$ cat src/lrmt_pkg.sv
package lrmt_pkg;

	localparam int LEAVES  = 1024;
	localparam int LEAF_W  = $clog2(LEAVES);
	localparam int NODE_AW = LEAF_W + 1;
	localparam int NODES   = 2 * LEAVES;
	localparam int LVL_W   = $clog2(LEAF_W + 1);
	localparam int SIZE_W  = 11;
	localparam int AMT_W   = 48;
	localparam int VAL_W   = 64;

	localparam logic [VAL_W-1:0] EMPTY_MIN = 64'd10000000000000000;
	localparam logic [VAL_W-1:0] MAX_POS   = {1'b0, {(VAL_W-1){1'b1}}};

	typedef enum logic [1:0] {
		FN_LOAD  = 2'd0,
		FN_ADD   = 2'd1,
		FN_QUERY = 2'd2
	} func_t;

	typedef struct packed {
		logic [VAL_W-1:0] min_val;
		logic [VAL_W-1:0] pend;
	} node_t;

	typedef struct packed {
		func_t             op;
		logic [LEAF_W-1:0] l;
		logic [LEAF_W-1:0] r;
		logic [VAL_W-1:0]  x;
	} cmd_t;

	typedef struct packed {
		logic             busy;
		logic             done;
		logic [VAL_W-1:0] minimum;
	} stat_t;

	function automatic logic [VAL_W-1:0] smin(input logic [VAL_W-1:0] a,
			input logic [VAL_W-1:0] b);
		return ($signed(a) < $signed(b)) ? a : b;
	endfunction

	// low leaf bits spanned by a node at the given depth (root is depth 0)
	function automatic logic [LEAF_W-1:0] span_mask(input logic [LVL_W-1:0] lvl);
		logic [LEAF_W:0] bit_hi;
		bit_hi = (LEAF_W+1)'(1) << (LVL_W'(LEAF_W) - lvl);
		return LEAF_W'(bit_hi - 1'b1);
	endfunction

	// heap index of the ancestor of a leaf at the given depth
	function automatic logic [NODE_AW-1:0] node_index(input logic [LVL_W-1:0] lvl,
			input logic [LEAF_W-1:0] leaf);
		logic [NODE_AW-1:0] full;
		full = {1'b1, leaf};
		return full >> (LVL_W'(LEAF_W) - lvl);
	endfunction

endpackage

$ cat src/lrmt_seq.sv
module lrmt_seq import lrmt_pkg::*; (
	input  logic               clk,
	input  logic               arst_n,
	input  logic               go,
	input  cmd_t               cmd,
	output stat_t              stat,
	output logic               wr_en,
	output logic [NODE_AW-1:0] wr_addr,
	output node_t              wr_data,
	output logic [NODE_AW-1:0] rd_addr,
	input  node_t              rd_data
);

	typedef enum logic [2:0] {
		S_CLEAR,
		S_IDLE,
		S_ROOT,
		S_DOWN,
		S_LEAF,
		S_UP,
		S_DONE
	} state_t;

	state_t             state_q;
	logic [NODE_AW-1:0] clr_q;
	logic [LVL_W-1:0]   lvl_q;
	logic               side_q;
	logic [1:0]         ph_q;

	cmd_t             cmd_q;
	logic [VAL_W-1:0] p_q;
	logic [VAL_W-1:0] px_q;
	logic [VAL_W-1:0] c0_q;
	logic [VAL_W-1:0] acc_q;

	logic [LEAF_W-1:0]  sel_leaf;
	logic [LEAF_W-1:0]  mask;
	logic [LEAF_W-1:0]  half;
	logic [LEAF_W-1:0]  node_lo;
	logic [LEAF_W-1:0]  node_hi;
	logic [LEAF_W-1:0]  mid;
	logic [LEAF_W-1:0]  c1_lo;
	logic               covered;
	logic               cov0;
	logic               cov1;
	logic               cov_cur;
	logic               same;
	logic               active;
	logic               root_cov;
	logic [NODE_AW-1:0] node;
	logic [NODE_AW-1:0] child0;
	logic [NODE_AW-1:0] child1;
	logic [VAL_W-1:0]   add_val;
	node_t              ch_new;

	// slot = (depth, side): side 0 follows the path to l, side 1 the path to r
	always_comb begin
		sel_leaf = side_q ? cmd_q.r : cmd_q.l;
		mask     = span_mask(lvl_q);
		half     = mask >> 1;
		node_lo  = sel_leaf & ~mask;
		node_hi  = sel_leaf | mask;
		mid      = node_lo | half;
		c1_lo    = node_lo | (mask ^ half);
		covered  = (node_lo >= cmd_q.l) && (node_hi <= cmd_q.r);
		cov0     = (node_lo >= cmd_q.l) && (mid <= cmd_q.r);
		cov1     = (c1_lo >= cmd_q.l) && (node_hi <= cmd_q.r);
		same     = (cmd_q.l & ~mask) == (cmd_q.r & ~mask);
		if (cmd_q.op == FN_LOAD) begin
			active = !side_q;
		end else begin
			active = !covered && !(side_q && same);
		end
		node     = node_index(lvl_q, sel_leaf);
		child0   = {node[NODE_AW-2:0], 1'b0};
		child1   = {node[NODE_AW-2:0], 1'b1};
		cov_cur  = (ph_q == 2'd2) ? cov0 : cov1;
		add_val  = (cmd_q.op == FN_ADD && cov_cur) ? px_q : p_q;
		ch_new.min_val = rd_data.min_val + add_val;
		ch_new.pend    = rd_data.pend + add_val;
		root_cov = (cmd.l == '0) && (cmd.r == '1) && (cmd.op != FN_LOAD);
	end

	always_comb begin
		wr_en   = 1'b0;
		wr_addr = node;
		wr_data = '0;
		rd_addr = node;
		unique case (state_q)
			S_CLEAR: begin
				wr_en   = 1'b1;
				wr_addr = clr_q;
			end
			S_ROOT: begin
				rd_addr = NODE_AW'(1);
				wr_addr = NODE_AW'(1);
				if (ph_q == 2'd1 && cmd_q.op == FN_ADD) begin
					wr_en           = 1'b1;
					wr_data.min_val = rd_data.min_val + cmd_q.x;
					wr_data.pend    = rd_data.pend + cmd_q.x;
				end
			end
			S_DOWN: begin
				case (ph_q)
					2'd0: rd_addr = node;
					2'd1: begin
						rd_addr         = child0;
						wr_en           = 1'b1;
						wr_addr         = node;
						wr_data.min_val = rd_data.min_val;
					end
					2'd2: begin
						rd_addr = child1;
						wr_en   = 1'b1;
						wr_addr = child0;
						wr_data = ch_new;
					end
					default: begin
						wr_en   = 1'b1;
						wr_addr = child1;
						wr_data = ch_new;
					end
				endcase
			end
			S_LEAF: begin
				wr_en           = 1'b1;
				wr_addr         = {1'b1, cmd_q.l};
				wr_data.min_val = cmd_q.x;
			end
			S_UP: begin
				case (ph_q)
					2'd0: rd_addr = child0;
					2'd1: rd_addr = child1;
					default: begin
						wr_en           = 1'b1;
						wr_addr         = node;
						wr_data.min_val = smin(c0_q, rd_data.min_val);
					end
				endcase
			end
			default: ;
		endcase
	end

	always_ff @(posedge clk or negedge arst_n) begin
		if (!arst_n) begin
			state_q <= S_CLEAR;
			clr_q   <= '0;
			lvl_q   <= '0;
			side_q  <= 1'b0;
			ph_q    <= '0;
		end else begin
			unique case (state_q)
				S_CLEAR: begin
					clr_q <= clr_q + 1'b1;
					if (clr_q == '1) begin
						state_q <= S_IDLE;
					end
				end
				S_IDLE: begin
					lvl_q  <= '0;
					side_q <= 1'b0;
					ph_q   <= '0;
					if (go) begin
						state_q <= root_cov ? S_ROOT : S_DOWN;
					end
				end
				S_ROOT: begin
					ph_q <= ph_q + 1'b1;
					if (ph_q == 2'd1) begin
						state_q <= S_DONE;
					end
				end
				S_DOWN: begin
					if ((ph_q == 2'd0 && !active) || ph_q == 2'd3) begin
						ph_q <= '0;
						if (!side_q) begin
							side_q <= 1'b1;
						end else if (lvl_q == LVL_W'(LEAF_W - 1)) begin
							side_q <= 1'b0;
							unique case (cmd_q.op)
								FN_QUERY: state_q <= S_DONE;
								FN_LOAD:  state_q <= S_LEAF;
								default:  state_q <= S_UP;
							endcase
						end else begin
							side_q <= 1'b0;
							lvl_q  <= lvl_q + 1'b1;
						end
					end else begin
						ph_q <= ph_q + 1'b1;
					end
				end
				S_LEAF: begin
					state_q <= S_UP;
				end
				S_UP: begin
					if ((ph_q == 2'd0 && !active) || ph_q == 2'd2) begin
						ph_q <= '0;
						if (!side_q) begin
							side_q <= 1'b1;
						end else if (lvl_q == '0) begin
							state_q <= S_DONE;
						end else begin
							side_q <= 1'b0;
							lvl_q  <= lvl_q - 1'b1;
						end
					end else begin
						ph_q <= ph_q + 1'b1;
					end
				end
				S_DONE: begin
					state_q <= S_IDLE;
				end
				default: state_q <= S_IDLE;
			endcase
		end
	end

	always_ff @(posedge clk) begin
		if (state_q == S_IDLE && go) begin
			cmd_q <= cmd;
			acc_q <= MAX_POS;
		end
		if (state_q == S_ROOT && ph_q == 2'd1) begin
			acc_q <= rd_data.min_val;
		end
		if (state_q == S_DOWN && ph_q == 2'd1) begin
			p_q  <= rd_data.pend;
			px_q <= rd_data.pend + cmd_q.x;
		end
		if (state_q == S_DOWN && (ph_q == 2'd2 || ph_q == 2'd3)
				&& cmd_q.op == FN_QUERY && cov_cur) begin
			acc_q <= smin(acc_q, ch_new.min_val);
		end
		if (state_q == S_UP && ph_q == 2'd1) begin
			c0_q <= rd_data.min_val;
		end
	end

	assign stat.busy    = (state_q != S_IDLE);
	assign stat.done    = (state_q == S_DONE) && (cmd_q.op == FN_QUERY);
	assign stat.minimum = acc_q;

endmodule

$ cat config.mk
export PLATFORM = sky130hd
export DESIGN_NAME = lrmt_seq
export DESIGN_NICKNAME = d
export VERILOG_FILES = /design/src/lrmt_pkg.sv /design/src/lrmt_seq.sv
export SDC_FILE = /design/constraint.sdc
export NUM_CORES = 2
export LEC_CHECK = 0
export BUFFER_PORTS_ARGS = -buffer_cell sky130_fd_sc_hd__buf_2
export CAP_MARGIN = 20
export CELL_PAD_IN_SITES_DETAIL_PLACEMENT = 0
export CELL_PAD_IN_SITES_GLOBAL_PLACEMENT = 1
export CORE_MARGIN = 1
export CORE_UTILIZATION = 35
export CTS_BUF_LIST = sky130_fd_sc_hd__clkbuf_16
export CTS_CLUSTER_DIAMETER = 200
export DETAILED_ROUTE_END_ITERATION = 7
export PLACE_DENSITY_LB_ADDON = 0.1
export SYNTH_ARGS = -nofsm -noshare
export SYNTH_HDL_FRONTEND = slang
export SYNTH_SLANG_ARGS = --single-unit
$ cat constraint.sdc
create_clock -name clk -period 11.2 [get_ports clk]
set_clock_uncertainty 0.2 [all_clocks]
set_input_delay 2.24 -clock clk [delete_from_list [all_inputs] [get_ports clk]]
set_output_delay 2.24 -clock clk [all_outputs]
set_load 0.01 [all_outputs]
==> reports/metrics.cfg <==
[clock_tree]
clock_latency_ns=0.66
cts_tree=yes
numCtsBuffers=51
root_buffer=clkbuf_16
clk_pin_slew_ns=0.06
postCtsHoldBufs=0
clockBufferDepth=3
cts.sinks=363
cts_max_level=2

[power_and_ir_drop]
swShare_pct=47.4
power_mw=9.71
p_leak_nw=18.5
switchingPower_mw=4.60
intPower_mw=5.11
p_clk_share_pct=18.3
peakVddDrop_mv=0.120
power_density_nw_per_um2=223
p_seq_share_pct=20.1
comb_power_share_pct=61.6

[place]
port_buffers=433
place_hpwl_mm=129
place_area_um2=41000
dp.cells=5880
gp_congestion=0.950

[synthesis]
synth_top_area_share_pct=28.4
ys_types=108
synth_edf_count=342
synthArstFlopShare_pct=5.79
synth_nets=4718
syn_area_per_cell_um2=8.90
synth_area_leaders=edfxtp_1, ha_1, a21oi_1, o21ai_0, xnor2_1
synth_top_cell_by_area=edfxtp_1
syn_area_um2=36200
netlist_instances=4065
synthTopCellsByCount=ha_1, a21oi_1, edfxtp_1, nand2_1, o21ai_0
dominantRegCellSynth=edfxtp_1
synth_warnings=0
synth.yosys.seq_area_share_pct=29.8
synth_seq_cells=363
yosysMostFrequentCell=ha_1

[drt]
post_drt_via_cell_ratio=5.86
drt_pass1_iterations=6
antenna_left=0
wl_per_cell_um=26.7
vias=35200
wl_met2_mm=69.9
top_layer_used=met5
drt-met1-wl_mm=74.4
drt_iter0_drc=3576
wl_met3_mm=10.8
drc_errors=0
routed_wl_mm=160

[hold_path]
hold_path_class=reg2reg

[floorplan]
start_util_pct=35.4
die_h_um=324
io_pins=434
core_um2=102000
fp.dieW_um=324
rows=117
dieArea_um2=105000

[finish]
nFillCells=10400
post-route-cell-area_um2=43500
final_nets=5245
drive_above_1_share_pct=20.9
layout.cells.non_filler=6007
syn_to_final_growth_pct=20.0

[worst_setup_path]
critical_path_arrival_ns=8.54
start_kind=flop
required_ns=8.76
cp_max_fo=7
crit_top_cell=buf_4
cp_slowest_cell=dfrtp_2
crit_path_max_incr_delay_ns=0.45
end_kind=output pin
worstSetupPathType=reg2out

[global_routing]
track_usage_pct=29.6
grt_first_pass_wirelength_mm=228
overflow=0
grt_pass1_vias=33700
antenna_found_initial=12
grt_max_degree=105

[timing]
hold_viol_final=0
post-route-period-util_pct=98.0
relSlewSlack_pct=24.2
tns_ns=0
setup_viol=0
fin_crit_ns=10.98
max_freq_mhz=91.1
worst_slew_pin_slew_ns=1.13
rsz0062_at_grt=yes
drv_slew=0

[run_status]
status=finished, final reports clean

[run]
cap_violations=0

worst paths after layout:
check                          start            to  slack [ns]  depth (start not counted)
hold / removal             clr_q[10]     clr_q[10]        0.31                          1
min in group asynchronous     arst_n      clr_q[2]        1.37                          1
setup reg to reg            lvl_q[3]     acc_q[11]        0.83                         45
setup / recovery            lvl_q[3]  wr_data[127]        0.22                         36
max in group asynchronous     arst_n      lvl_q[0]        9.04                          1
hold reg to reg            clr_q[10]     clr_q[10]        0.31                          1
logic make-up after synthesis:
| logic type | Yosys count | share of synthesized area [%] |
|---|---|---|
| AOI/OAI and AO/OA | 1472 | 27.0 |
| and+or+nand+nor | 1015 | 13.4 |
| adders and majority gates | 436 | 15.2 |
| buffers and inverters | 382 | 4.11 |
| DFF | 363 | 29.8 |
| xor gates and xnor gates | 260 | 6.33 |
| muxes | 137 | 4.20 |
area by class of cell:
cell class,count,area (µm²),area share [%]
antenna,6,15.0,0.0346
clock buffer,51,1280,2.94
clock inverter,43,478,1.10
inverter,196,739,1.70
multi-input combinational,3320,24400,56.2
sequential,363,10800,24.9
tap,1368,1710,3.94
timing repair buffer,660,4000,9.21
power groups by stage:
stage | registers, mW | clock network, mW | logic, mW
global placement | 1.97 | 0 | 5.71
finish | 1.95 | 1.78 | 5.98
detailed placement | 1.97 | 0 | 5.68
global route | 1.96 | 1.85 | 6.47
floorplan | 1.89 | 0 | 3.57
CTS | 1.94 | 1.80 | 5.75
per-stage QoR:
stage	setup slack, ns	hold slack [ns]	utilization, %
final	0.224	0.308	42.5
after global routing	-0.0583	0.343	42.5
after CTS	-0.0244	0.307	42.0
after detailed placement	0.205	0.293	40.1
after global placement	0.264	0.285	40.1
after floorplan	0.492	0.260	-
what timing repair did:
| action | 4_1_cts | 5_1_grt |
|---|---|---|
| pin swaps | 9 | 27 |
| gates resized for setup | 38 | 67 |
| setup buffers | 1 | 24 |
| cloned | 0 | 2 |
| setup endpoints to repair | 53 | 144 |
critical path, delay by kind of cell (launching register included):
kind / cells / cell delay, ns
AO/OA/AOI/OAI: 19 / 4.10
buffers and inverters: 7 / 1.23
adder cells (fa/ha/maj): 3 / 0.83
multiplexers: 2 / 0.53
flip-flops: 1 / 0.45
AND/OR/NAND/NOR: 3 / 0.42
XOR/XNOR: 2 / 0.33
state kept, by name, indices dropped and copies added, names as in the netlist, 2 cells and up:
name     count
clr_q       11
acc_q       64
ph_q         2
p_q         64
state_q      3
cmd_q       86
px_q        64
c0_q        64
lvl_q        4
cells in the final DEF (no fill, tap or decap), types with 30 or more instances in the layout:
cell	instances
xor2_1	104
o21ai_1	32
o21ai_0	258
mux2_2	72
buf_2	433
xnor2_1	149
a21o_1	175
inv_1	196
edfxtp_1	342
ha_1	424
nor2_1	254
a22oi_1	30
nand4_1	76
o21a_1	39
nand2b_1	43
a211oi_1	39
o21bai_1	53
nor2b_1	38
a31oi_1	30
clkbuf_16	53
a222oi_1	40
a21oi_1	402
a22o_1	39
buf_4	216
nor3_1	49
nand2_1	322
mux2i_1	57
nand3_1	79
o211ai_1	43
metal layers:
metal,global-route usage (%),up-vias
li1,-,16600
met1,42.4,17000
met2,45.9,1364
met3,3.85,217
met4,8.95,10
met5,0,-
No activity file was read; power rests on OpenSTA's default activity.
